File: src/sv/bbd_pkg.sv
// ----------------------------------------------------------------------------
// Bayer demosaic package
// Shared constants and the per-item control struct of the demosaic pipeline.
// ----------------------------------------------------------------------------
package bbd_pkg;

   localparam int MAX_SIDE_DEFAULT   = 1024;
   localparam int PIXEL_BITS_DEFAULT = 8;

   // Width of the side length register and its reset value.
   localparam int          SIDE_W     = 11;
   localparam logic [10:0] SIDE_RESET = 11'd32;
   localparam int          MIN_SIDE   = 2;

   // Decoded position of one item, built at input transfer time.
   typedef struct packed {
      logic emit;       // item carries a result
      logic clr;        // window is cleared before this item shifts in
      logic zero_pix;   // sample is forced to zero (flush or drain row)
      logic r_top;      // result pixel has a row above it
      logic r_bot;      // result pixel has a row below it
      logic c_left;     // result pixel has a column to its left
      logic c_right;    // result pixel has a column to its right
      logic r_odd;      // result pixel sits on an R G row
      logic c_odd;      // result pixel sits on an odd column
      logic last;       // result pixel is the last one of the frame
   } item_ctl_type;

endpackage

File: src/sv/bbd_scan.sv
// ----------------------------------------------------------------------------
// Demosaic raster scanner
// Holds the side length register and the raster position, and decodes the
// position of each incoming item into its result coordinates and edge flags.
// ----------------------------------------------------------------------------
module bbd_scan
   import bbd_pkg::*;
#(
   parameter int MAX_SIDE = MAX_SIDE_DEFAULT
) (
   input  logic                                 clock,
   input  logic                                 reset,
   input  logic                                 csr_we,
   input  logic [SIDE_W-1:0]                    csr_data,
   input  logic                                 take,
   input  logic                                 flush,
   output logic [$clog2(MAX_SIDE + 2)-1:0]      col,
   output item_ctl_type                         ctl
);

   localparam int POS_W = $clog2(MAX_SIDE + 2);

   logic [SIDE_W-1:0] side_ff, side_in;
   logic [POS_W-1:0]  row_ff, row_in;
   logic [POS_W-1:0]  col_ff, col_in;
   logic              after_last_ff, after_last_in;

   logic [POS_W-1:0]  side_eff, side_m1, side_p1;
   logic              restart;
   logic [POS_W-1:0]  ir, ic, ic_nx, r, c;
   logic              emit, last;

   // Out-of-range side lengths act as the nearest legal one.
   always_comb begin
      if (side_ff < SIDE_W'(MIN_SIDE)) begin
         side_eff = POS_W'(MIN_SIDE);
      end else if (32'(side_ff) > MAX_SIDE) begin
         side_eff = POS_W'(MAX_SIDE);
      end else begin
         side_eff = POS_W'(side_ff);
      end
   end

   assign side_m1 = side_eff - POS_W'(1);
   assign side_p1 = side_eff + POS_W'(1);

   // A position that is not valid for the current side restarts the frame.
   assign restart = (col_ff >= side_eff) || (row_ff > side_p1) ||
                    ((row_ff == side_p1) && (col_ff != '0));
   assign ir      = restart ? '0 : row_ff;
   assign ic      = restart ? '0 : col_ff;
   assign ic_nx   = ic + POS_W'(1);

   assign emit = (ir >= POS_W'(2)) || ((ir == POS_W'(1)) && (ic != '0));

   // The result trails the input by one row and one pixel.
   assign r = (ic != '0) ? ir - POS_W'(1) : ir - POS_W'(2);
   assign c = (ic != '0) ? ic - POS_W'(1) : side_m1;

   assign last = (r == side_m1) && (c == side_m1);

   always_comb begin
      ctl.emit     = emit;
      ctl.clr      = restart || after_last_ff;
      ctl.zero_pix = flush || (ir >= side_eff);
      ctl.r_top    = (r != '0);
      ctl.r_bot    = (r != side_m1);
      ctl.c_left   = (c != '0);
      ctl.c_right  = (c != side_m1);
      ctl.r_odd    = r[0];
      ctl.c_odd    = c[0];
      ctl.last     = last;
   end

   assign col = ic;

   always_comb begin
      side_in       = csr_we ? csr_data : side_ff;
      row_in        = row_ff;
      col_in        = col_ff;
      after_last_in = after_last_ff;
      if (take) begin
         after_last_in = 1'b0;
         if (emit && last) begin
            row_in        = '0;
            col_in        = '0;
            after_last_in = 1'b1;
         end else if (ic_nx >= side_eff) begin
            row_in = ir + POS_W'(1);
            col_in = '0;
         end else begin
            row_in = ir;
            col_in = ic_nx;
         end
      end
   end

   always_ff @(posedge clock) begin
      if (reset) begin
         side_ff       <= SIDE_RESET;
         row_ff        <= '0;
         col_ff        <= '0;
         after_last_ff <= 1'b1;
      end else begin
         side_ff       <= side_in;
         row_ff        <= row_in;
         col_ff        <= col_in;
         after_last_ff <= after_last_in;
      end
   end

`ifndef SYNTHESIS
   // The stored row never runs past the drain row of the largest frame.
   a_row_bound: assert property (@(posedge clock) disable iff (reset)
      take |=> (32'(row_ff) <= MAX_SIDE + 1))
      else $error("scan row beyond drain row");

   // The end of a frame always brings the position back to the origin.
   a_last_wraps: assert property (@(posedge clock) disable iff (reset)
      (take && emit && last) |=> (row_ff == '0) && (col_ff == '0) && after_last_ff)
      else $error("frame end did not return to origin");
`endif

endmodule

File: config.mk
export PLATFORM = sky130hd
export DESIGN_NAME = bbd_scan
export DESIGN_NICKNAME = d
export VERILOG_FILES = /design/src/sv/bbd_pkg.sv /design/src/sv/bbd_scan.sv
export SDC_FILE = /design/constraint.sdc
export NUM_CORES = 1
export LEC_CHECK = 0
export BUFFER_PORTS_ARGS = -buffer_cell sky130_fd_sc_hd__buf_4
export CAP_MARGIN = 25
export CORE_MARGIN = 2
export CORE_UTILIZATION = 50
export DETAILED_ROUTE_END_ITERATION = 16
export PLACE_DENSITY = 0.69
export SLEW_MARGIN = 15
export SYNTH_ARGS = -nofsm -noshare
export SYNTH_HDL_FRONTEND = slang
export SYNTH_SLANG_ARGS = --single-unit
File: constraint.sdc
create_clock -name clock -period 23.3 [get_ports clock]
set_input_delay 1.165 -clock clock [delete_from_list [all_inputs] [get_ports clock]]
set_output_delay 1.165 -clock clock [all_outputs]
set_load 0.01 [all_outputs]
# Yosys cells after proc, flatten, opt, wreduce, memory -nomap -nowiden
# Index checks and enable logic that the tools add are counted.
# Widths: inputs -> output; s select.
[totals] elab_cells=48 out_inout_bits=21 reg_bits=34 ramBits=0 mem_bits_ro=0 mem_count=0 latch_bits=0
[classes] reduce_logical=13 n_div=0 bitwise=0 mux=11 magnitude_cmp=7 n_eq_ne=6 add_sub_neg=7 n_mul=0 shift=0
[op_table] operator="$mux 11" n=10
[op_table] operator="$reduce_bool 11->1" n=4
[op_table] operator="$add 11x1->11 const B" n=3
[op_table] operator="$eq 11x11->1" n=3
[op_table] operator="$ge 11x11->1" n=3
[op_table] operator="$sub 11x1->11 const B" n=3
[op_table] operator="$ne 11x11->1" n=2
[op_table] operator="$eq 11x1->1 const B" n=1
[op_table] operator="$ge 11x2->1 const B" n=1
[op_table] operator="$gt 11x11->1" n=1
[op_table] operator="$gt 11x11->1 const B" n=1
[op_table] operator="$lt 11x2->1 const B" n=1
[op_table] operator="$sub 11x2->11 const B" n=1
[op_table] operator="$logic_or 1x1->1" n=5
[op_table] operator="$logic_and 1x1->1" n=4
[op_table] operator="$mux 1" n=1

# Longest topological paths before layout
[logic_depth] ltp_word=14 mapped_depth=41 depth_no_buf=35

# Least setup slack after synthesis
# OpenSTA, ideal clock, no wires.
[synth_path] path_type="register -> output" start="reg side_ff[6]" end="out ctl[0] in the netlist's numbering" path_slack_ps=14955 t_arrival_ps=7180 required_ps=22135 stages_incl_launch_ff=36 path_cell_list="dfxtp_1 buf_6 or4_4 buf_6 or3_1 nor3_1 o21ai_0 inv_1 ha_1 nand2_1 nor3_1 nand3_1 xnor2_1 nand2_1 ha_1 nand2_1 nor4_1 and3_1 o221a_2 buf_6 buf_2 buf_2 clkbuf_1 nand2_1 ha_1 nor3b_1 nand4_1 and2_1 clkbuf_1 nand2_1 a211oi_1 xnor3_1 a2111oi_4 nand4_2 nor2_1 buf_4"
[synth_between] elab_chain_cells=12
[synth_lines] item="start, declared" line_no="bbd_scan.sv:23" text="logic [SIDE_W-1:0] side_ff, side_in;"
[synth_lines] item="start signal, assigned" line_no="bbd_scan.sv:105" text="side_ff <= side_in;"
[synth_lines] item="$gt 11x11->1" line_no="bbd_scan.sv:37" text="end else if (32'(side_ff) > MAX_SIDE) begin"
[synth_lines] item="$mux 11" line_no="bbd_scan.sv:37"
[synth_lines] item="$mux 11 (*)" line_no="bbd_scan.sv:35" text="if (side_ff < SIDE_W'(MIN_SIDE)) begin"
[synth_lines] item="$add 11x1->11" line_no="bbd_scan.sv:45" text="assign side_p1 = side_eff + POS_W'(1);"
[synth_lines] item="$gt 11x11->1 / $eq 11x11->1 (equally long branches)" line_no="bbd_scan.sv:48, bbd_scan.sv:49"
[synth_lines] item="$logic_or 1x1->1 / $logic_and 1x1->1 (equally long branches)" line_no="bbd_scan.sv:48, bbd_scan.sv:49"
[synth_lines] item="$logic_or 1x1->1" line_no="bbd_scan.sv:48" text="assign restart = (col_ff >= side_eff) || (row_ff > side_p1) ||"
[synth_lines] item="$mux 11, on equally long branches" line_no="bbd_scan.sv:50, bbd_scan.sv:51"
[synth_lines] item="$sub 11x2->11 (tied with other cells)" line_no="bbd_scan.sv:57" text="assign r = (ic != '0) ? ir - POS_W'(1) : ir - POS_W'(2);"
[synth_lines] item="$mux 11, on equally long branches" line_no="bbd_scan.sv:57, bbd_scan.sv:58"
[synth_lines] item="$eq 11x11->1" line_no="bbd_scan.sv:60" text="assign last = (r == side_m1) && (c == side_m1);"
[synth_lines] item="$logic_and 1x1->1 (*)" line_no="bbd_scan.sv:60"
[synth_lines] item="end, declared" line_no="bbd_scan.sv:18" text="output item_ctl_type ctl"
# Mark *: on every way between the ends. The rest lies on a longest branch, timed or not.

==> key figures <==
Global routing
  • Initial antenna violation count: 0
  • First-pass GRT wire length: between 20000 and 30000 um
  • Largest net degree at the start of global routing: between 40 and 50
  • Total GRT Usage: 0.320
  • Vias in the first global route: between 5000 and 6000
  • GRT Residual Overflow: 0

Drt
  • Drt initial violations: around 530
  • Routed vias: around 5700
  • Routed wire length: 17800 um
  • Final ANT Viol Nets: 0
  • Drt pass-1 iters: 6
  • DR DRC count: 0
  • Detail-routed via count per cell: about 6.8
  • Routed wire length per instance: around 21 um

Clocking
  • Clock transition at path regs: roughly 0.08 ns
  • Post-CTS Repair Setup Buffers: 0
  • Cts bufs inserted: 5
  • CTS Hold Bufs: 0
  • CTS max path bufs: 2
  • Clock Latency Late Sink: a little over 0.3 ns
  • CTS tree: built
  • H-tree levels: 2
  • CTS root buffer: clkbuf_8
  • CTS sink cnt: 34
  • CTS resizes: 0

Floorplan
  • IO Count: 37
  • Starting Density: 0.509
  • Row cnt: 37
  • Die area: about 0.011 mm2
  • Core Box Area: 0.0102 mm2
  • Die Y: 106 um
  • Die Wd: 106 um

STA
  • Fin. Hold Viols: 0
  • Final Setup Violations: 0
  • Setup TNS: 0 ns
  • RSZ-0062 raised after global routing: no
  • FMAX: roughly 99 MHz
  • Slew HR: 0.402
  • Clock skew: between 0.007 and 0.008 ns
  • Slew @ Worst Pin: just under 0.9 ns
  • Max-slew violations: 0
  • Final worst path period share: 0.433
  • Final min period: between 10 and 15 ns

Synthesis
  • Number of synthesized flops with an enable pin: 0
  • Syn_area_per_cell: just over 7 um2
  • Synth cell types: 79
  • Yosys warns: 0
  • Seq cells post-synth: 34
  • Sequential fraction of the synthesis area: 0.131
  • Cell taking the most area after synthesis: ha_1
  • Post-Syn Area: about 0.0052 mm2
  • Synth top cells by count: nand2_1 (68), a21oi_1 (58), ha_1 (55), nor2_1 (55), clkbuf_1 (39)
  • Asr flop ratio synth: 0
  • Mapped Cells: around 700
  • Synthesized Nets: 790
  • Top-area cell type share of the netlist area: 0.132
  • Synth Flop Type: dfxtp_1
  • Top-count cell post-synth: nand2_1
  • Largest cells by area after synthesis: ha_1 (13%), dfxtp_1 (13%), a21oi_1 (5.6%)

Power and ir drop
  • P per Cell Area: a little under 40 mW/mm2
  • Max IR drop VDD: ~0.035 mV
  • Leak: about 2.3 nW

Worst setup path
  • Startpoint Class: register
  • Worst EP required: 22.14 ns
  • Crit. End Element: primary output
  • Slowest cell on the critical path: or4_4
  • Crit path DAT: 8.93 ns
  • Slowest stage delay, CP: between 0.6 and 0.7 ns
  • CP bufs+invs: 3
  • Worst Path Max Fanout: 47
  • CP delay by family, top: simple AND/OR/NAND/NOR gates
  • CP dominant cell by count: nand2_1
  • Crit path kind: register to primary output

Run
  • Max cap viols: 0

Outcome
  • Result of the run: completed

Finish
  • Nets@finish: 777
  • Layout cell share with drive strength beyond 1: 0.105
  • Design area: around 0.0055 mm2
  • Fill cells: 1006
  • Diodes inserted: 0
  • Layout area overhead: 5.62%
  • Final core utilization: 0.537

Place
  • Placement Cell Area: between 0.005 and 0.006 mm2
  • GPL Wtd Cong: just under 1
  • DP HPWL: between 10000 and 15000 um
  • PortBufs: 36

Min path
  • Worst hold path class: register to register
## area by class of cell
class	count	area, um2	share of cell area
clock inverter	2	12.5	0.00228
multi-input combinational	602	4160	0.757
inverter	22	82.6	0.0150
clock buffer	6	82.6	0.0150
tap	136	170	0.0310
timing repair buffer	41	308	0.0560
sequential	34	681	0.124
## cell usage in the layout, fill, tap and decap left out, types with 10 or more instances in the layout
| cell | count |
|---|---|
| nand2_1 | 68 |
| ha_1 | 55 |
| xor2_1 | 10 |
| xnor2_1 | 20 |
| mux2i_1 | 14 |
| o2111ai_1 | 13 |
| nor2_1 | 55 |
| dfxtp_1 | 34 |
| nor3_1 | 14 |
| and2_1 | 18 |
| nand4_1 | 19 |
| nand3_1 | 33 |
| nand2b_1 | 32 |
| or3_1 | 11 |
| buf_4 | 41 |
| and3_1 | 10 |
| a21oi_1 | 58 |
| inv_1 | 22 |
| a211oi_1 | 11 |
| o21ai_0 | 20 |
## stage by stage
step           std cells  hold slack, ns  worst slack, ns  total power, mW
4_1_cts              843           0.584            13.36            0.214
6_report             843           0.589            13.21            0.216
2_1_floorplan        719           0.489            14.95            0.137
3_5_place_dp         835           0.564            13.75            0.163
3_3_place_gp         835           0.548            13.94            0.162
5_1_grt              843           0.614            12.37            0.226
## cell families after synthesis
| group | count (synthesis) | synth area share |
|---|---|---|
| adders and majority gates | 55 | 0.132 |
| DFF | 34 | 0.131 |
| xor gates and xnor gates | 31 | 0.0548 |
| and+or+nand+nor | 311 | 0.321 |
| buffers and inverters | 83 | 0.0724 |
| AOI/OAI and AO/OA | 189 | 0.258 |
| muxes | 16 | 0.0312 |
## worst paths after layout
| kind | endpoint | slack [ns] | depth (start not counted) | startpoint |
|---|---|---|---|---|
| setup / recovery | ctl[0] | 13.21 | 29 | side_ff[4]$_SDFFE_PP0P_ |
| hold / removal | side_ff[0]$_SDFFE_PP0P_ | 0.59 | 2 | side_ff[0]$_SDFFE_PP0P_ |
| setup reg to reg | col_ff[2]$_SDFFE_PP0P_ | 14.54 | 29 | side_ff[4]$_SDFFE_PP0P_ |
| hold reg to reg | side_ff[0]$_SDFFE_PP0P_ | 0.59 | 2 | side_ff[0]$_SDFFE_PP0P_ |
## worst min-delay path: stages, from the launching register on
cell	delay (ns)
dfxtp_1	0.36
mux2i_1	0.14
nor2_1	0.05
## sequential cells by signal (all words and copies together), names as in the netlist
register,flops
col_ff,11
after_last_ff,1
row_ff,11
side_ff,11
## per-layer routing
layer  global-route usage  vias up  wire (um)
met5                    0        -          0
met4                0.151        0        818
met3               0.0552       62       1560
met2                0.513      320       8080
met1                0.417     2684       7380
li1                     -     2650          -
## report_power, final
part / total [mW] / internal (mW) / switching [mW]
clock network: 0.0504 / 0.0238 / 0.0266
registers: 0.0652 / 0.0599 / 0.00529
logic: 0.0999 / 0.0374 / 0.0625
total: 0.216 / 0.121 / 0.0944
Power figures use the tool's default switching activity.
