**config.mk**
```make
export PLATFORM = sky130hd
export DESIGN_NAME = bbd_interp
export DESIGN_NICKNAME = d
export VERILOG_FILES = /design/src/sv/bbd_pkg.sv /design/src/sv/bbd_interp.sv
export SDC_FILE = /design/constraint.sdc
export NUM_CORES = 1
export LEC_CHECK = 0
export BUFFER_PORTS_ARGS = -buffer_cell sky130_fd_sc_hd__buf_2
export CAP_MARGIN = 20
export CORE_ASPECT_RATIO = 2
export CORE_MARGIN = 4
export CORE_UTILIZATION = 64
export DETAILED_ROUTE_END_ITERATION = 10
export HOLD_SLACK_MARGIN = 0.1
export PLACE_DENSITY_LB_ADDON = 0.05
export SYNTH_ARGS = -nofsm -noshare
export SYNTH_HDL_FRONTEND = slang
export SYNTH_SLANG_ARGS = --single-unit
```
**constraint.sdc**
```tcl
create_clock -name clock -period 6.2 [get_ports clock]
set_clock_uncertainty 0.15 [all_clocks]
set_input_delay 0.31 -clock clock [delete_from_list [all_inputs] [get_ports clock]]
set_output_delay 0.31 -clock clock [all_outputs]
set_load 0.02 [all_outputs]
```
**src/sv/bbd_pkg.sv**
```systemverilog
// ----------------------------------------------------------------------------
// Bayer demosaic package
// Shared constants and the per-item control struct of the demosaic pipeline.
// ----------------------------------------------------------------------------
package bbd_pkg;

   localparam int MAX_SIDE_DEFAULT   = 1024;
   localparam int PIXEL_BITS_DEFAULT = 8;

   // Width of the side length register and its reset value.
   localparam int          SIDE_W     = 11;
   localparam logic [10:0] SIDE_RESET = 11'd32;
   localparam int          MIN_SIDE   = 2;

   // Decoded position of one item, built at input transfer time.
   typedef struct packed {
      logic emit;       // item carries a result
      logic clr;        // window is cleared before this item shifts in
      logic zero_pix;   // sample is forced to zero (flush or drain row)
      logic r_top;      // result pixel has a row above it
      logic r_bot;      // result pixel has a row below it
      logic c_left;     // result pixel has a column to its left
      logic c_right;    // result pixel has a column to its right
      logic r_odd;      // result pixel sits on an R G row
      logic c_odd;      // result pixel sits on an odd column
      logic last;       // result pixel is the last one of the frame
   } item_ctl_type;

endpackage

```
**src/sv/bbd_interp.sv**
```systemverilog
// ----------------------------------------------------------------------------
// Demosaic window and interpolator
// Holds the 3x3 neighborhood, forms the missing colors by bilinear averages
// and drives the registered result channel.
// ----------------------------------------------------------------------------
module bbd_interp
   import bbd_pkg::*;
#(
   parameter int PIXEL_BITS = PIXEL_BITS_DEFAULT
) (
   input  logic                  clock,
   input  logic                  reset,
   input  logic                  load,
   input  item_ctl_type          load_ctl,
   input  logic [PIXEL_BITS-1:0] load_top,
   input  logic [PIXEL_BITS-1:0] load_mid,
   input  logic [PIXEL_BITS-1:0] load_pix,
   output logic                  stage_free,
   input  logic                  rsp_ready,
   output logic                  rsp_valid,
   output logic [PIXEL_BITS-1:0] rsp_red,
   output logic [PIXEL_BITS-1:0] rsp_green,
   output logic [PIXEL_BITS-1:0] rsp_blue,
   output logic                  rsp_frame_last
);

   localparam int PB = PIXEL_BITS;

   logic [PB-1:0] win_ff [3][3];
   logic [PB-1:0] win_in [3][3];
   logic          s2_valid_ff, s2_valid_in;
   item_ctl_type  s2_ctl_ff, s2_ctl_in;

   logic          rsp_valid_ff, rsp_valid_in;
   logic [PB-1:0] red_ff, red_in, green_ff, green_in, blue_ff, blue_in;
   logic          last_ff, last_in;

   logic          out_free, s2_go;
   logic [PB-1:0] ul, uc, ur, cl, cc, cr, ll, lc, lr;
   logic [PB:0]   sum_vert, sum_horz;
   logic [PB+1:0] sum_diag, sum_cross;
   logic [PB-1:0] avg_vert, avg_horz, avg_diag, avg_cross;

   assign out_free   = !rsp_valid_ff || rsp_ready;
   assign s2_go      = s2_valid_ff && (out_free || !s2_ctl_ff.emit);
   assign stage_free = !s2_valid_ff || s2_go;

   // Window shifts left by one column; a frame restart empties it first.
   always_comb begin
      for (int k = 0; k < 3; k++) begin
         win_in[k][0] = win_ff[k][0];
         win_in[k][1] = win_ff[k][1];
         win_in[k][2] = win_ff[k][2];
         if (load) begin
            win_in[k][0] = load_ctl.clr ? '0 : win_ff[k][1];
            win_in[k][1] = load_ctl.clr ? '0 : win_ff[k][2];
         end
      end
      if (load) begin
         win_in[0][2] = load_top;
         win_in[1][2] = load_mid;
         win_in[2][2] = load_pix;
      end
   end

   assign s2_valid_in = load ? 1'b1 : (s2_go ? 1'b0 : s2_valid_ff);
   assign s2_ctl_in   = load ? load_ctl : s2_ctl_ff;

   // Neighbors outside the frame count as zero.
   assign ul = (s2_ctl_ff.r_top && s2_ctl_ff.c_left)  ? win_ff[0][0] : '0;
   assign uc =  s2_ctl_ff.r_top                       ? win_ff[0][1] : '0;
   assign ur = (s2_ctl_ff.r_top && s2_ctl_ff.c_right) ? win_ff[0][2] : '0;
   assign cl =  s2_ctl_ff.c_left                      ? win_ff[1][0] : '0;
   assign cc =  win_ff[1][1];
   assign cr =  s2_ctl_ff.c_right                     ? win_ff[1][2] : '0;
   assign ll = (s2_ctl_ff.r_bot && s2_ctl_ff.c_left)  ? win_ff[2][0] : '0;
   assign lc =  s2_ctl_ff.r_bot                       ? win_ff[2][1] : '0;
   assign lr = (s2_ctl_ff.r_bot && s2_ctl_ff.c_right) ? win_ff[2][2] : '0;

   assign sum_vert  = {1'b0, uc} + {1'b0, lc};
   assign sum_horz  = {1'b0, cl} + {1'b0, cr};
   assign sum_diag  = {2'b00, ul} + {2'b00, ur} + {2'b00, ll} + {2'b00, lr};
   assign sum_cross = {1'b0, sum_vert} + {1'b0, sum_horz};

   assign avg_vert  = sum_vert[PB:1];
   assign avg_horz  = sum_horz[PB:1];
   assign avg_diag  = sum_diag[PB+1:2];
   assign avg_cross = sum_cross[PB+1:2];

   always_comb begin
      red_in   = red_ff;
      green_in = green_ff;
      blue_in  = blue_ff;
      last_in  = last_ff;
      if (s2_go && s2_ctl_ff.emit) begin
         last_in = s2_ctl_ff.last;
         case ({s2_ctl_ff.r_odd, s2_ctl_ff.c_odd})
            2'b00: begin
               green_in = cc;
               blue_in  = avg_horz;
               red_in   = avg_vert;
            end
            2'b01: begin
               blue_in  = cc;
               red_in   = avg_diag;
               green_in = avg_cross;
            end
            2'b10: begin
               red_in   = cc;
               blue_in  = avg_diag;
               green_in = avg_cross;
            end
            default: begin
               green_in = cc;
               blue_in  = avg_vert;
               red_in   = avg_horz;
            end
         endcase
      end
   end

   assign rsp_valid_in = (s2_go && s2_ctl_ff.emit) ? 1'b1 :
                         (rsp_ready ? 1'b0 : rsp_valid_ff);

   always_ff @(posedge clock) begin
      if (reset) begin
         s2_valid_ff  <= 1'b0;
         rsp_valid_ff <= 1'b0;
      end else begin
         s2_valid_ff  <= s2_valid_in;
         rsp_valid_ff <= rsp_valid_in;
      end
   end

   always_ff @(posedge clock) begin
      win_ff    <= win_in;
      s2_ctl_ff <= s2_ctl_in;
      red_ff    <= red_in;
      green_ff  <= green_in;
      blue_ff   <= blue_in;
      last_ff   <= last_in;
   end

   assign rsp_valid      = rsp_valid_ff;
   assign rsp_red        = red_ff;
   assign rsp_green      = green_ff;
   assign rsp_blue       = blue_ff;
   assign rsp_frame_last = last_ff;

`ifndef SYNTHESIS
   // A result-carrying item waiting on a full output stage is kept.
   a_s2_hold: assert property (@(posedge clock) disable iff (reset)
      (s2_valid_ff && s2_ctl_ff.emit && !out_free) |=> s2_valid_ff)
      else $error("pending result dropped from window stage");

   // The window only moves when the stage it feeds can take a new item.
   a_load_free: assert property (@(posedge clock) disable iff (reset)
      load |-> stage_free)
      else $error("window loaded while stage busy");
`endif

endmodule
```
## After elaboration in Yosys (flattened, before gate mapping)

Index checks and enable logic that the tools add are counted.

| storage, ports and cells | value |
|---|---|
| output and inout bits | 27 |
| logic and storage cells | 62 |
| input port bits | 38 |
| register bits | 107 |

| operators by class | value |
|---|---|
| equality and inequality tests | 2 |
| mux-type cells | 15 |
| reduce and logical (&&, ||, !) cells | 16 |
| add/subtract/negate cells | 6 |

Operators by type and width:

| operator | count |
|---|---|
| $mux 8 | 9 |
| $pmux 8 s3 | 2 |
| $add 8x8->9 | 3 |
| $add 10x8->10 | 1 |
| $add 9x8->10 | 1 |
| $add 9x9->10 | 1 |
| $logic_and 1x1->1 | 6 |
| $mux 1 | 4 |
| $reduce_bool 2->1 | 2 |
| $logic_not 1->1 | 3 |
| $logic_or 1x1->1 | 3 |
| $eq 2x1->1 const B | 1 |
| $eq 2x2->1 const B | 1 |
| $logic_not 2->1 | 1 |
| $reduce_or 2->1 | 1 |

## Logic depth before layout (Yosys ltp)

| depth | value |
|---|---|
| word-level depth | 6 |
| depth in mapped cells | 15 |
| depth with buffers taken out | 14 |

## Worst setup path before layout

Ideal clock, no wire load.

| path | value |
|---|---|
| path type | register to register |
| from | reg s2_ctl_ff[5] in the netlist's numbering |
| to | reg green_ff[6] (netlist: rsp_green[6]) (data pin) |
| cell stages (with the launch flop) | 16 |
| data required time | 5.790 ns |
| clock period less this slack | 3.708 ns |
| path buffers | 1 |
| setup time | 0.260 ns |
| arrival time | 3.298 ns |
| setup slack | 2.492 ns |
| cell sequence | edfxtp_1 > clkbuf_1 > and2_1 > ha_1 > inv_1 > fa_1 > nor2b_1 > o31a_1 > or4_1 > o311a_1 > ha_1 > or2_2 > o32a_1 > a21oi_2 > xnor2_1 > mux2_2 |

| between the ends | value |
|---|---|
| longest elaborated chain between the ends | 4 |

Ends and longest elaborated chain:

| element | line | RTL |
|---|---|---|
| from (decl) | bbd_interp.sv:32 | `item_ctl_type s2_ctl_ff, s2_ctl_in;` |
| from (signal assigned) | bbd_interp.sv:137 | `s2_ctl_ff <= s2_ctl_in;` |
| $mux 8 | bbd_interp.sv:77 | `assign lc = s2_ctl_ff.r_bot ? win_ff[2][1] : '0;` |
| $add 8x8->9 | bbd_interp.sv:80 | `assign sum_vert = {1'b0, uc} + {1'b0, lc};` |
| $add 9x9->10 | bbd_interp.sv:83 | `assign sum_cross = {1'b0, sum_vert} + {1'b0, sum_horz};` |
| $mux 8 | bbd_interp.sv:97 | `case ({s2_ctl_ff.r_odd, s2_ctl_ff.c_odd})` |
| to (signal assigned) | bbd_interp.sv:139 | `green_ff <= green_in;` |
| to (decl) | bbd_interp.sv:35 | `logic [PB-1:0] red_ff, red_in, green_ff, green_in, blue_ff, blue_in;` |

No other way between the ends.
A chain may end at the register's enable or synchronous reset.

## Final worst setup path

| path | value |
|---|---|
| from | reg s2_ctl_ff[4] in the netlist's numbering |
| to | reg red_ff[6] (netlist: rsp_red[6]) (data pin) |

| between the ends | value |
|---|---|
| longest elaborated chain between the ends | 6 |
| elaborated cells between the ends (all ways) | 10 |
| those cells by class | 4 x add/sub; 4 x mux; 2 x reduce/logical |

Ends and longest elaborated chain:

| element | line | RTL |
|---|---|---|
| $logic_and 1x1->1 | bbd_interp.sv:70 | `assign ul = (s2_ctl_ff.r_top && s2_ctl_ff.c_left) ? win_ff[0][0] : '0;` |
| $mux 8 | bbd_interp.sv:70 |  |
| $add 8x8->9 | bbd_interp.sv:82 | `assign sum_diag = {2'b00, ul} + {2'b00, ur} + {2'b00, ll} + {2'b00, lr};` |
| $add 9x8->10 | bbd_interp.sv:82 |  |
| $add 10x8->10 | bbd_interp.sv:82 |  |
| $pmux 8 s3 * | bbd_interp.sv:97 |  |
| to (signal assigned) | bbd_interp.sv:138 | `red_ff <= red_in;` |
| to (decl) | bbd_interp.sv:35 |  |

Every way passes the cells marked *; elsewhere a longest branch is shown, timed or not.

==> metrics.cfg <==
[finish]
diodes = 0
area_growth_pct = 16.3
final_area_sq_um = 7170
nets = 702
layout-drive-gt1-share_pct = 14.9

[synthesis]
syn-instance-count = 524
ys.flop_type = edfxtp_1
synth-xor-area-share_pct = 2.70
yosys.area_share.simple_pct = 15.1
synth_top_area_share_pct = 51.2
ys_ff_latch = 107
mappedNetlistArea_sq_um = 6160
synth_fa_ha_area_share_pct = 13.0
avgSynthCellArea_sq_um = 11.8
synth_top_cell_by_area = edfxtp_1
synth_top_family_by_area = simple AND/OR/NAND/NOR gates
synth_cell_types = 54
synth-edff-count = 105
async_reset_ff_share_pct = 0
syn-num-nets = 615
synth.area.top_cells = edfxtp_1 (51%), ha_1 (7.1%), fa_1 (5.8%), nor2b_1 (5.2%), and2_1 (2.9%)
synthMuxAreaShare_pct = 1.77
ys_warn_count = 0
synth-seq-area-share_pct = 51.8
synth_compound_area_share_pct = 11.7

[critical_path]
worstSetupPathType = flip-flop to flip-flop
rrSetupSlack_ns = 1.93
r2r-start = s2_ctl_ff[4]
crit_path_start_kind = flip-flop
critPathMaxFanout = 24
cp.required_ns = 6.22
critPathMaxStageDelay_ns = 0.72
crit_arrival_ns = 4.29
ff2ff_path_depth = 12
slowest_stage = edfxtp_1
r2r_end = rsp_red[6]
cp.buffers_inverters = 2
critical-path-top-delay-family = adder cells
cp_cell_sequence = and3_1 > fa_1 > inv_1 > fa_1 > inv_1 > ha_1 > a2111oi_2 > o21ai_1 > a311oi_1 > a41o_1 > o21ai_1 > a41oi_1
crit_cells = 12
cp-end-kind = flip-flop

[min_path]
holdPathEnd = s2_valid_ff
hold_start = rsp_ready
whs_path_depth = 4
hp-class = input port to flip-flop

[die]
core-area_sq_um = 9380
die_area_sq_um = 11400
io_pins = 65
die_h_um = 147
start_util_pct = 65.7
die_w_um = 77.4
rows = 50

[route]
wl_um = 12500
routed_via_density = 5.99
drt_iter0_drc = 261
ant_nets = 0
via_count = 4316
first_pass_iters = 5
wl_per_cell_um = 17.3
drc = 0

[clock_tree]
root_buffer = clkbuf_16
cts.sinks = 107
clkLatencyLatePin_ns = 0.35
cts_buffers = 9
cts_buffer_depth = 2
htreeDepth = 3
cts_tree = yes
cts.clk_slew.worst_paths_ns = 0.07

[global_routing]
grt_use_total_pct = 23.2
grt_first_pass_wirelength_um = 20900
antenna_found_initial = 0
grt_max_degree = 82
grt_pass1_vias = 4588
gr-total-overflow = 0

[sta]
hold_viol = 0
max_freq_mhz = 234
slew_headroom_pct = 32.9
finalCritPeriodShare_pct = 68.9
setup_viol = 0
setup_tns_ns = 0
min_period_ns = 4.27
rsz0062_at_grt = no
drv_slew = 0
worst_pin_slew_ns = 1.01

[placement]
dpl.hpwl_um = 8830
port_buffers = 63
place_area_sq_um = 6530
gp_congestion = 0.827

[power]
total_leakage_power_uw = 0.00298
ir_drop_v = 0.000222
finalPower_uw = 1830
p_per_area_nw_per_um2 = 256

[run_status]
status = finished, final reports clean

[run]
maxCapViolations = 0

synth_stat cells (all sizes together) (4+ instances only):
cell type and number:
a221oi 9, a2bb2oi 6, clkbuf 19, a222oi 4, xor2 4, nand2 30, nor2 18, o21bai 4
or2 4, ha 35, mux2 7, nand3 7, a21oi 32, o21a 9, and2 29, xnor2 15
nor2b 51, o21ai 13, and3 19, inv 42, edfxtp 105, fa 18
worst min-delay path, stage by stage:
cell,delay [ns]
buf_2,0.07
nor2b_1,0.06
nand3_1,0.10
a21oi_1,0.06
where the power goes:
group | total, uW | leakage [uW] | switching [uW] | internal, uW
sequential | 888 | 0.00105 | 30.2 | 858
clock | 556 | 0.000129 | 242 | 314
combinational | 388 | 0.00180 | 212 | 176
total | 1830 | 0.00298 | 485 | 1350
placed cells by master, fill, tap and decap left out, drive strengths merged, types with 4 or more instances in the layout:
cell type | synthesis | routed
ha | 35 | 35
buf | 2 | 64
fa | 18 | 18
o21a | 9 | 9
a21oi | 32 | 32
and3 | 19 | 19
xnor2 | 15 | 15
a221oi | 9 | 9
mux2 | 7 | 7
xor2 | 4 | 4
a2bb2oi | 6 | 6
o21ai | 13 | 13
clkbuf | 19 | 12
dlygate4sd3 | 0 | 33
nor2 | 18 | 18
nor2b | 51 | 51
edfxtp | 105 | 105
nand2 | 30 | 30
or2 | 4 | 4
inv | 42 | 42
a222oi | 4 | 4
and2 | 29 | 29
nand3 | 7 | 7
o21bai | 4 | 4
how the worst max path moves through the flow:
stage	start	end	slack [ns]
6_report	s2_ctl_ff[4]	rsp_red[6]	1.93
5_1_grt	s2_ctl_ff[4]	rsp_green[6]	1.67
4_1_cts	s2_ctl_ff[4]	rsp_red[6]	1.92
3_5_place_dp	s2_ctl_ff[4]	rsp_red[6]	1.94
3_3_place_gp	s2_ctl_ff[4]	rsp_red[6]	2.03
2_1_floorplan	s2_ctl_ff[5]	rsp_green[6]	2.49
what timing repair did:
item,in CTS,in global routing
endpoints found under the hold margin,34,0
setup buffers,0,0
hold buffers,33,0
resized for setup,0,0
cell type report:
type                            count  area, sq um
Sequential cell                   107         3190
Clock inverter                      4         52.6
Tap cell                          104          130
Timing Repair Buffer               97          663
Fill cell                         606         2220
Multi-Input combinational cell    353         2730
Inverter                           43          161
Clock buffer                       12          236
metal layers:
layer	routed length, um	part of all wire [%]	vias up	track usage, %
met5	0	0	-	0
met4	395	3.2	0	9.98
met3	538	4.3	28	3.25
met2	6830	55	146	43.5
met1	4710	38	2093	25.6
li1	-	-	2049	-
stage by stage:
| stage | util (%) | std cells | worst slack [ns] | hold WS, ns |
|---|---|---|---|---|
| floorplan | - | 524 | 2.49 | 0.229 |
| global route | 76.4 | 720 | 1.67 | 0.183 |
| global placement | 69.6 | 670 | 2.03 | 0.256 |
| CTS | 76.2 | 719 | 1.92 | 0.152 |
| detailed placement | 69.6 | 670 | 1.94 | 0.278 |
| finish | 76.4 | 720 | 1.93 | 0.157 |
sequential cells by signal (all words and copies together) (netlist names):
register and flops:
rsp_blue 8, rsp_green 8, win_ff 64, s2_valid_ff 1
rsp_valid 1, s2_ctl_ff 8, cc 8, rsp_red 8
rsp_frame_last 1
cells by family after synthesis:
logic type,count (synthesis)
xor+xnor,19
mux,10
fa+ha+maj,53
compound gates,102
flops,107
buf+inv,64
simple gates,169
Power figures use the tool's default switching activity.
